`config.mk`:
```
export PLATFORM = sky130hd
export DESIGN_NAME = skq_apb_regs
export DESIGN_NICKNAME = d
export VERILOG_FILES = /design/src/hw/rtl/skq_pkg.sv /design/src/hw/rtl/skq_apb_regs.sv
export SDC_FILE = /design/constraint.sdc
export NUM_CORES = 1
export LEC_CHECK = 0
export BUFFER_PORTS_ARGS = -buffer_cell sky130_fd_sc_hd__buf_4
export CAP_MARGIN = 20
export CORE_AREA = 4 4 51 53
export DETAILED_ROUTE_END_ITERATION = 6
export DIE_AREA = 0 0 55 57
export GPL_TIMING_DRIVEN = 0
export PLACE_DENSITY = 0.86
export RECOVER_POWER = 25
export SLEW_MARGIN = 20
export SYNTH_ARGS = -nofsm -noshare
export SYNTH_HDL_FRONTEND = slang
export SYNTH_SLANG_ARGS = --single-unit
```
`constraint.sdc`:
```
create_clock -name clk_i -period 0.8 [get_ports clk_i]
set_input_delay 0.16 -clock clk_i [delete_from_list [all_inputs] [get_ports clk_i]]
set_output_delay 0.16 -clock clk_i [all_outputs]
set_load 0.005 [all_outputs]
```
`src/hw/rtl/skq_pkg.sv`:
```
// ----------------------------------------------------------------------------
// skq_pkg: shared types and constants of the speedup-keyed task queue
// Holds the transaction payloads, operation and status codes, register
// indexes and the record types passed between the queue modules.
// ----------------------------------------------------------------------------
package skq_pkg;

  localparam int QUEUE_CAP = 64;
  localparam int CNT_W     = $clog2(QUEUE_CAP + 1);
  localparam int KEY_W     = 16;
  localparam int HANDLE_W  = 16;
  localparam int THR_W     = 8;
  localparam int OP_W      = 2;
  localparam int ST_W      = 3;
  localparam int ADDR_W    = 3;
  localparam int DATA_W    = 32;

  typedef logic [CNT_W-1:0] count_t;

  typedef enum logic [OP_W-1:0] {
    OP_INSERT       = 2'd0,
    OP_TAKE_ACCEL   = 2'd1,
    OP_TAKE_GENERAL = 2'd2
  } op_e;

  typedef enum logic [ST_W-1:0] {
    ST_INSERTED  = 3'd0,
    ST_DELIVERED = 3'd1,
    ST_EMPTY     = 3'd2,
    ST_WITHHELD  = 3'd3,
    ST_FULL      = 3'd4
  } status_e;

  // Register indexes, selected by paddr[2]
  localparam logic REG_THREADS = 1'b0;
  localparam logic REG_BALANCE = 1'b1;

  typedef struct packed {
    logic [OP_W-1:0]     operation;
    logic [HANDLE_W-1:0] task_handle;
    logic [KEY_W-1:0]    speedup_key;
  } in_item_t;

  typedef struct packed {
    logic [ST_W-1:0]     status;
    logic [HANDLE_W-1:0] handle_out;
    logic [KEY_W-1:0]    key_out;
    count_t              queue_count;
  } out_item_t;

  typedef struct packed {
    logic [KEY_W-1:0]    key;
    logic [HANDLE_W-1:0] handle;
  } entry_t;

  typedef struct packed {
    logic   ins;
    logic   rem_head;
    logic   rem_tail;
    entry_t entry;
  } arr_cmd_t;

  typedef struct packed {
    count_t count;
    entry_t head;
    entry_t tail;
  } arr_sts_t;

  typedef struct packed {
    logic [THR_W-1:0] threads;
    logic             balance;
  } cfg_t;

endpackage

```
`src/hw/rtl/skq_apb_regs.sv`:
```
// ----------------------------------------------------------------------------
// skq_apb_regs: configuration registers
// APB-style write/read of the accelerator thread count and balance enable.
// ----------------------------------------------------------------------------
module skq_apb_regs (
  input  logic                        clk_i,
  input  logic                        rst_ni,
  input  logic                        psel,
  input  logic                        penable,
  input  logic                        pwrite,
  input  logic [skq_pkg::ADDR_W-1:0]  paddr,
  input  logic [skq_pkg::DATA_W-1:0]  pwdata,
  output logic [skq_pkg::DATA_W-1:0]  prdata,
  output logic                        pready,
  output skq_pkg::cfg_t               cfg_o
);

  skq_pkg::cfg_t cfg_q, cfg_d;
  logic          wr_en;

  assign pready = 1'b1;
  assign wr_en  = psel && penable && pwrite;

  always_comb begin
    cfg_d = cfg_q;
    if (wr_en) begin
      case (paddr[2])
        skq_pkg::REG_THREADS: cfg_d.threads = pwdata[skq_pkg::THR_W-1:0];
        skq_pkg::REG_BALANCE: cfg_d.balance = pwdata[0];
        default: cfg_d = cfg_q;
      endcase
    end
  end

  always_ff @(posedge clk_i or negedge rst_ni) begin
    if (!rst_ni) begin
      cfg_q <= '0;
    end else begin
      cfg_q <= cfg_d;
    end
  end

  always_comb begin
    case (paddr[2])
      skq_pkg::REG_THREADS: prdata = skq_pkg::DATA_W'(cfg_q.threads);
      skq_pkg::REG_BALANCE: prdata = skq_pkg::DATA_W'(cfg_q.balance);
      default: prdata = '0;
    endcase
  end

  assign cfg_o = cfg_q;

endmodule

```
==> results of run 1 <==
==> area by class of cell <==
type | instances | area [um2]
Clock buffer | 4 | 26.3
Tap cell | 28 | 35.0
Timing Repair Buffer | 42 | 429
Buffer | 26 | 208
Sequential cell | 9 | 225
Multi-Input combinational cell | 44 | 335
Fill cell | 192 | 890
==> what timing repair did <==
item / in CTS / in global routing
gates cloned: 0 / 1
setup endpoints to repair: 17 / 26
gates resized for setup: 30 / 4
setup buffers: 9 / 2
hold buffers: 1 / 0
pin swaps: 0 / 0
endpoints found under the hold margin: 9 / 0
==> power groups by stage <==
stage / clock (W) / combinational, W / sequential, W
after floorplan: 0 / 0.000309 / 0.000634
after global placement: 0 / 0.000634 / 0.000632
after detailed placement: 0 / 0.000650 / 0.000638
after CTS: 0.000375 / 0.00105 / 0.000622
after global routing: 0.000411 / 0.00119 / 0.000637
final: 0.000347 / 0.00112 / 0.000624
==> cells by family (layout without fill, tap and decap cells) <==
group | Yosys count | count (layout) | synth area share, %
buffers and inverters | 26 | 72 | 30.8
DFF | 9 | 9 | 34.8
muxes | 10 | 10 | 19.1
other | 2 | 25 | 1.16
and+or+nand+nor | 9 | 9 | 14.1
==> final timing paths <==
kind / cells after the start / to / from / slack [ps]
max: 2 / prdata[0] / cfg_o[1] / -390
min: 2 / cfg_o[7] / pwdata[6] / 130
max reg2reg: 3 / cfg_o[7] / cfg_o[7] / -160
min reg2reg: 1 / cfg_o[3] / cfg_o[3] / 580
max in group asynchronous: 2 / cfg_o[2] / rst_ni / 80
min in group asynchronous: 2 / cfg_o[7] / rst_ni / 380
==> metrics by stage <==
stage / setup WS [ps] / util (%) / TNS, ps / power [W]
finish: -388 / 58.6 / -5400 / 0.00209
global route: -444 / 58.6 / -6360 / 0.00224
CTS: -413 / 56.1 / -5420 / 0.00204
detailed placement: -228 / 46.1 / -2270 / 0.00129
global placement: -220 / 46.1 / -2080 / 0.00127
floorplan: -147 / - / -1060 / 0.000944
==> layout by cell type, fill, tap and decap left out <==
master and n:
dfrtp_1 9, mux2_4 10, and2b_2 7, buf_4 38, dlygate4sd3_1 1, clkbuf_16 1
nand4_1 1, buf_12 1, buf_6 26, conb_1 25, nand4b_4 1, clkbuf_4 3
clkbuf_1 2
==> routing by layer <==
| metal | share of wire (%) | wire, um | vias to the layer above | GRT usage [%] |
|---|---|---|---|---|
| met5 | 0 | 0 | - | 0 |
| met4 | 0 | 0 | 0 | 4.17 |
| met3 | 13 | 230 | 0 | 3.39 |
| met2 | 55 | 946 | 34 | 20.8 |
| met1 | 31 | 539 | 251 | 10.4 |
| li1 | - | - | 274 | - |
==> results.toml, run 1 <==
[outcome]
outcome = "finished, violations left"
violations = "setup timing"

[synthesis]
synth_seq_area_share_pct = 34.8
synth_most_common_cell = "buf_4"
synthCells = 56
syn_avg_cell_area_um2 = 11.6
ys.flop_type = "dfrtp_1"
ys_seq_elements = 9
netlist.area_leader.share_pct = 34.8
yosysWarnings = 0
ys_top_cells_by_area = "dfrtp_1 35%, buf_4 29%, mux2_2 12%"
synthDistinctLibCells = 9
yosysTopAreaCell = "dfrtp_1"
synth_edf_count = 0
netlist_area_um2 = 647
synthTopCellsByCount = "25 x buf_4, 9 x dfrtp_1, 7 x and2b_2, 7 x mux2_2, 3 x mux2_4"
async_flop_share_pct = 100

[layout]
nNetsFinal = 166
fin_area_um2 = 1260
largest_reg_flops = 9
diodes = 0
layout-drive-gt1-share_pct = 69.6
layout.cells.non_filler = 153
syn_to_final_growth_pct = 94.6

[cts]
tritoncts = "yes"
insertion_delay_ps = 250
cts_max_path_buffers = 2
cts_htree_levels = 1
cts_num_sinks = 9
cts_made_buffers = 3
root_buffer = "clkbuf_4"
clk_pin_slew_ps = 60

[setup_path]
cp_slowest_cell = "dfrtp_1"
max_stage_delay_ps = 380
worstPathArrival_ps = 1030
crit_family = "flip-flops"
crit_required_ps = 640
cp_cell_sequence = "mux2_4, buf_6"
worst_setup_path_end_kind = "output pin"
crit_buf_inv = 1
crit_type = "reg2out"
cp_max_fo = 2
critPathLaunchType = "flip-flop"

[routing]
drt_iter0_drc = 3
dr_total_vias = 559
wl_per_cell_um = 11.2
firstDrtPassIters = 2
ant_nets = 0
drcViolationCount = 0
wirelength_mm = 1.72
routed_via_density = 3.65

[timing]
post-route-period-util_pct = 148
hold_viol = 0
finalSetupViolCount = 25
finClkSkew_ps = 0
slew_violations = 0
fin_ws_ps = -388
slew-limit-headroom_pct = 66.0
fin_crit_ps = 1190
holdWs_ps = 133
rsz0062_at_grt = "yes"
fmax_ghz = 0.842
worst_slew_pin_slew_ps = 510

[global_routing]
grt_pass1_vias = 576
antenna_found_initial = 0
grt_max_degree = 11
grt.total_usage_pct = 11.0
grt.overflow.total = 0
grt_pass1_wl_mm = 2.50

[pwr]
p_per_area_nw_per_um2 = 1660
p_switching_w = 0.000529
p_int_w = 0.00156
seq_power_share_pct = 29.9
p_leak_nw = 0.732
p_comb_share_pct = 53.5
ir_drop_mv = 1.05
clkPwrFrac_pct = 16.6
p_sw_share_pct = 25.3

[placed_design]
port_buffers = 29
place_congestion = 0.645
place_area_um2 = 990
dp.cells = 136

[floorplanning]
fp.dieH_um = 57
pin_count = 82
num_rows = 17
start_util_pct = 30.1
die_w_um = 55
core_area_um2 = 2150
die_area_um2 = 3140

[worst_hold_path]
holdCritPathClass = "in2reg"

[run]
drv_cap = 0
Power figures use the tool's default switching activity.
==> run 2, diff against run 1 <==
--- a/config.mk
+++ b/config.mk
@@ -7,11 +7,11 @@
 export LEC_CHECK = 0
 export BUFFER_PORTS_ARGS = -buffer_cell sky130_fd_sc_hd__buf_4
 export CAP_MARGIN = 20
-export CORE_AREA = 4 4 51 53
+export CORE_AREA = 4 4 56 58
 export DETAILED_ROUTE_END_ITERATION = 6
-export DIE_AREA = 0 0 55 57
+export DIE_AREA = 0 0 60 62
 export GPL_TIMING_DRIVEN = 0
-export PLACE_DENSITY = 0.86
+export PLACE_DENSITY = 0.74
 export RECOVER_POWER = 25
 export SLEW_MARGIN = 20
 export SYNTH_ARGS = -nofsm -noshare
==> results.toml, run 2 (synthesis results as in run 1) <==
[outcome]
outcome = "finished, violations left"
violations = "setup timing"

[pwr]
ir_drop_mv = 0.975
p_per_area_nw_per_um2 = 1690
p_leak_nw = 0.727

[floorplanning]
pin_count = 82
fp.dieH_um = 62
die_area_um2 = 3720
core_area_um2 = 2660
die_w_um = 60
num_rows = 19
start_util_pct = 24.3

[timing]
fmax_ghz = 0.836
rsz0062_at_grt = "yes"
finalSetupViolCount = 26
holdWs_ps = 135
finClkSkew_ps = 0
hold_viol = 0
slew_violations = 0
fin_ws_ps = -397
fin_tns_setup_ps = -5900
post-route-period-util_pct = 150
fin_crit_ps = 1200

[layout]
fin_area_um2 = 1240
final_cell_mix = "38 x buf_4, 27 x buf_6, 25 x conb_1"
layout-drive-gt1-share_pct = 70.4
nNetsFinal = 166
nFillCells = 248
largest_reg_flops = 9
final_common_cell = "buf_4"
diodes = 0
syn_to_final_growth_pct = 92.5
post-route-util_pct = 46.8

[routing]
ant_nets = 0
drcViolationCount = 0
firstDrtPassIters = 2
dr_total_vias = 552
drt_iter0_drc = 5
wl_per_cell_um = 10.7
routed_via_density = 3.54
wirelength_mm = 1.67

[setup_path]
crit_type = "reg2out"
critPathLaunchType = "flip-flop"
reg2reg_setup_slack_ps = -190
worstPathArrival_ps = 1040
r2r_cells = 3
worst_setup_path_end_kind = "output pin"
timing.rr.end = "cfg_o[2]"
reg2reg_from = "cfg_o[2]"
crit_required_ps = 640
cp_max_fo = 2

[worst_hold_path]
holdCritStartpoint = "pwdata[4]"
hold_end = "cfg_o[5]"
whs_path_depth = 2
holdCritPathClass = "in2reg"

[placed_design]
place_congestion = 0.662
port_buffers = 29
place_hpwl_mm = 1.20
place_area_um2 = 993
preCtsSetupSlack_ps = -239

[global_routing]
grt_max_degree = 11
antenna_found_initial = 0
grt_pass1_wl_mm = 2.57
grt.total_usage_pct = 9.24
grt_pass1_vias = 579
grt.overflow.total = 0

[cts]
root_buffer = "clkbuf_4"
cts_htree_levels = 1
cts_max_path_buffers = 2
tritoncts = "yes"
cts_made_buffers = 3
cts_num_sinks = 9
insertion_delay_ps = 250
clk_pin_slew_ps = 60

[run]
drv_cap = 0
==> run 2: changes by cell type in the layout (fill, tap and decap cells not counted), sizes merged <==
cell,before,now
clkbuf,6,5
buf,65,66
==> run 2: what timing repair did <==
item / CTS / global route
resized for setup: 29 / 5
setup buffers: 10 / 2
setup endpoints to repair: 17 / 26
endpoints found under the hold margin: 9 / 0
hold buffers: 1 / 0
==> run 2: worst max-delay path, cell delays in order (launching register included) <==
cell	delay, ps
dfrtp_1	390
mux2_4	280
buf_6	120
==> run 2: per-stage QoR <==
| stage | total power [W] | cells |
|---|---|---|
| floorplan | 0.000944 | 79 |
| CTS | 0.00204 | 154 |
| global placement | 0.00127 | 139 |
| detailed placement | 0.00129 | 139 |
| finish | 0.00211 | 156 |
| global route | 0.00224 | 156 |
==> run 2: cell type report <==
type	instances	area, um2	area share (%)
well taps	31	38.8	3.12
multi-input cells	44	335	26.9
repair buffers	42	417	33.5
flip-flops and latches	9	225	18.1
clock buffers	4	26.3	2.11
plain buffers	26	203	16.3
==> run 2: layer usage <==
layer | GRT usage, % | part of all wire (%)
met1 | 9.28 | 32
met2 | 17.9 | 54
met3 | 3.10 | 14
met4 | 2.85 | 0
met5 | 0 | 0
==> run 2: worst max path at each step <==
stage	slack [ps]	cells past startpoint	start	endpoint
floorplan	-150	3	paddr[2]	cfg_o[1]
global placement	-200	3	paddr[2]	cfg_o[7]
detailed placement	-240	3	paddr[2]	cfg_o[7]
CTS	-400	2	cfg_o[1]	prdata[0]
global route	-440	2	cfg_o[1]	prdata[0]
finish	-400	2	cfg_o[1]	prdata[0]
==> run 2: power breakdown <==
group / total, W / switching [W] / internal, W
logic: 0.00113 / 0.000315 / 0.000818
registers: 0.000634 / 0.0000775 / 0.000557
clock network: 0.000341 / 0.000150 / 0.000192
==> run 3, diff against run 2 <==
--- a/config.mk
+++ b/config.mk
@@ -8,6 +8,7 @@
 export BUFFER_PORTS_ARGS = -buffer_cell sky130_fd_sc_hd__buf_4
 export CAP_MARGIN = 20
 export CORE_AREA = 4 4 56 58
+export CTS_BUF_LIST = sky130_fd_sc_hd__clkbuf_8 sky130_fd_sc_hd__clkbuf_16
 export DETAILED_ROUTE_END_ITERATION = 6
 export DIE_AREA = 0 0 60 62
 export GPL_TIMING_DRIVEN = 0
==> constraint.sdc (replaced) <==
create_clock -name clk_i -period 0.8 [get_ports clk_i]
set_input_delay 0.08 -clock clk_i [delete_from_list [all_inputs] [get_ports clk_i]]
set_output_delay 0.08 -clock clk_i [all_outputs]
set_load 0.005 [all_outputs]
==> results.toml, run 3 (synthesis results as in run 1) <==
[layout]
layout-drive-gt1-share_pct = 69.1
largest_reg_flops = 9
syn_to_final_growth_pct = 91.7
diodes = 0
final_common_cell = "buf_4"
fin_area_um2 = 1240
final_cell_mix = "38 x buf_4, 25 x conb_1, 25 x buf_6"
nNetsFinal = 164

[timing]
fin_tns_setup_ps = -3830
rsz0062_at_grt = "yes"
post-route-period-util_pct = 136
finClkSkew_ps = 0
fin_crit_ps = 1090
fmax_ghz = 0.918
slew_violations = 0
finalSetupViolCount = 26
fin_ws_ps = -290
hold_viol = 0

[routing]
ant_nets = 0
dr_total_vias = 552
routed_via_density = 3.58
wirelength_mm = 1.64
firstDrtPassIters = 2
wl_per_cell_um = 10.6
drcViolationCount = 0
drt_iter0_drc = 1

[setup_path]
crit_family = "flip-flops"
max_stage_delay_ps = 390
cp_max_fo = 2
crit_required_ps = 720
worst_setup_path_end_kind = "output pin"
cp_cell_sequence = "mux2_4, buf_6"
crit_type = "reg2out"
worstPathArrival_ps = 1010
cp_slowest_cell = "dfrtp_1"
critPathLaunchType = "flip-flop"
crit_buf_inv = 1

[run]
drv_cap = 0

[global_routing]
grt_pass1_wl_mm = 2.50
grt.overflow.total = 0
grt.total_usage_pct = 9.07
antenna_found_initial = 0
grt_pass1_vias = 578
grt_max_degree = 11

[placed_design]
place_area_um2 = 993
port_buffers = 29
place_hpwl_mm = 1.20
place_congestion = 0.662

[floorplanning]
die_area_um2 = 3720
pin_count = 82
core_area_um2 = 2660
start_util_pct = 24.3
num_rows = 19
die_w_um = 60
fp.dieH_um = 62

[worst_hold_path]
holdCritPathClass = "in2reg"

[cts]
cts_num_sinks = 9
cts_max_path_buffers = 2
cts_htree_levels = 1
tritoncts = "yes"
root_buffer = "clkbuf_8"
clk_pin_slew_ps = 50
insertion_delay_ps = 230
cts_made_buffers = 3

[outcome]
outcome = "finished, violations left"
violations = "setup timing"

[pwr]
p_per_area_nw_per_um2 = 1800
p_total_w = 0.00223
ir_drop_mv = 1.28
p_leak_nw = 0.724
## run 3: layout make-up
type,count,area [um2]
Tap cell,31,38.8
Fill cell,245,1420
Sequential cell,9,225
Timing Repair Buffer,40,393
Multi-Input combinational cell,44,335
Clock inverter,1,3.75
Clock buffer,3,41.3
Buffer,26,203
## run 3: worst register-to-register path: stages (launching register included)
cell	delay, ps
dfrtp_1	380
buf_4	140
buf_6	100
mux2_4	240
## run 3: final timing paths
kind	slack, ps	cells after the start	from	end
hold / removal	80	2	pwdata[1]	cfg_o[2]
setup / recovery	-290	2	cfg_o[0]	prdata[0]
min in group asynchronous	310	2	rst_ni	cfg_o[2]
max in group asynchronous	160	2	rst_ni	cfg_o[5]
setup reg to reg	-180	3	cfg_o[1]	cfg_o[1]
hold reg to reg	610	2	cfg_o[5]	cfg_o[5]
## run 3: metal layers
layer  vias to the layer above  track usage (%)  part of all wire, %
met3                         3             2.89                   16
met2                        43             16.7                   54
met4                         0             4.75                  1.8
met1                       243             9.15                   29
met5                         -                0                    0
li1                        263                -                    -
## run 3: power breakdown
group	internal [W]	switching (W)
clock	0.000335	0.000188
sequential	0.000558	0.0000741
combinational	0.000778	0.000299
total	0.00167	0.000561
## run 3: timing repair
| item | CTS | global route |
|---|---|---|
| resized for setup | 28 | 4 |
| buffers inserted | 9 | 1 |
| endpoints found under the hold margin | 9 | 0 |
| hold buffers | 1 | 0 |
| endpoints found under the setup margin | 17 | 26 |
## run 3: metrics by stage
stage | worst slack (ps) | util, % | cells | hold WS, ps
after floorplan | -66.7 | - | 79 | -216
final | -290 | 46.6 | 154 | 76.3
after detailed placement | -159 | 37.3 | 139 | -89.3
after global placement | -118 | 37.3 | 139 | -91.5
after global routing | -326 | 46.6 | 154 | 74.3
after CTS | -292 | 45.9 | 153 | 70.9
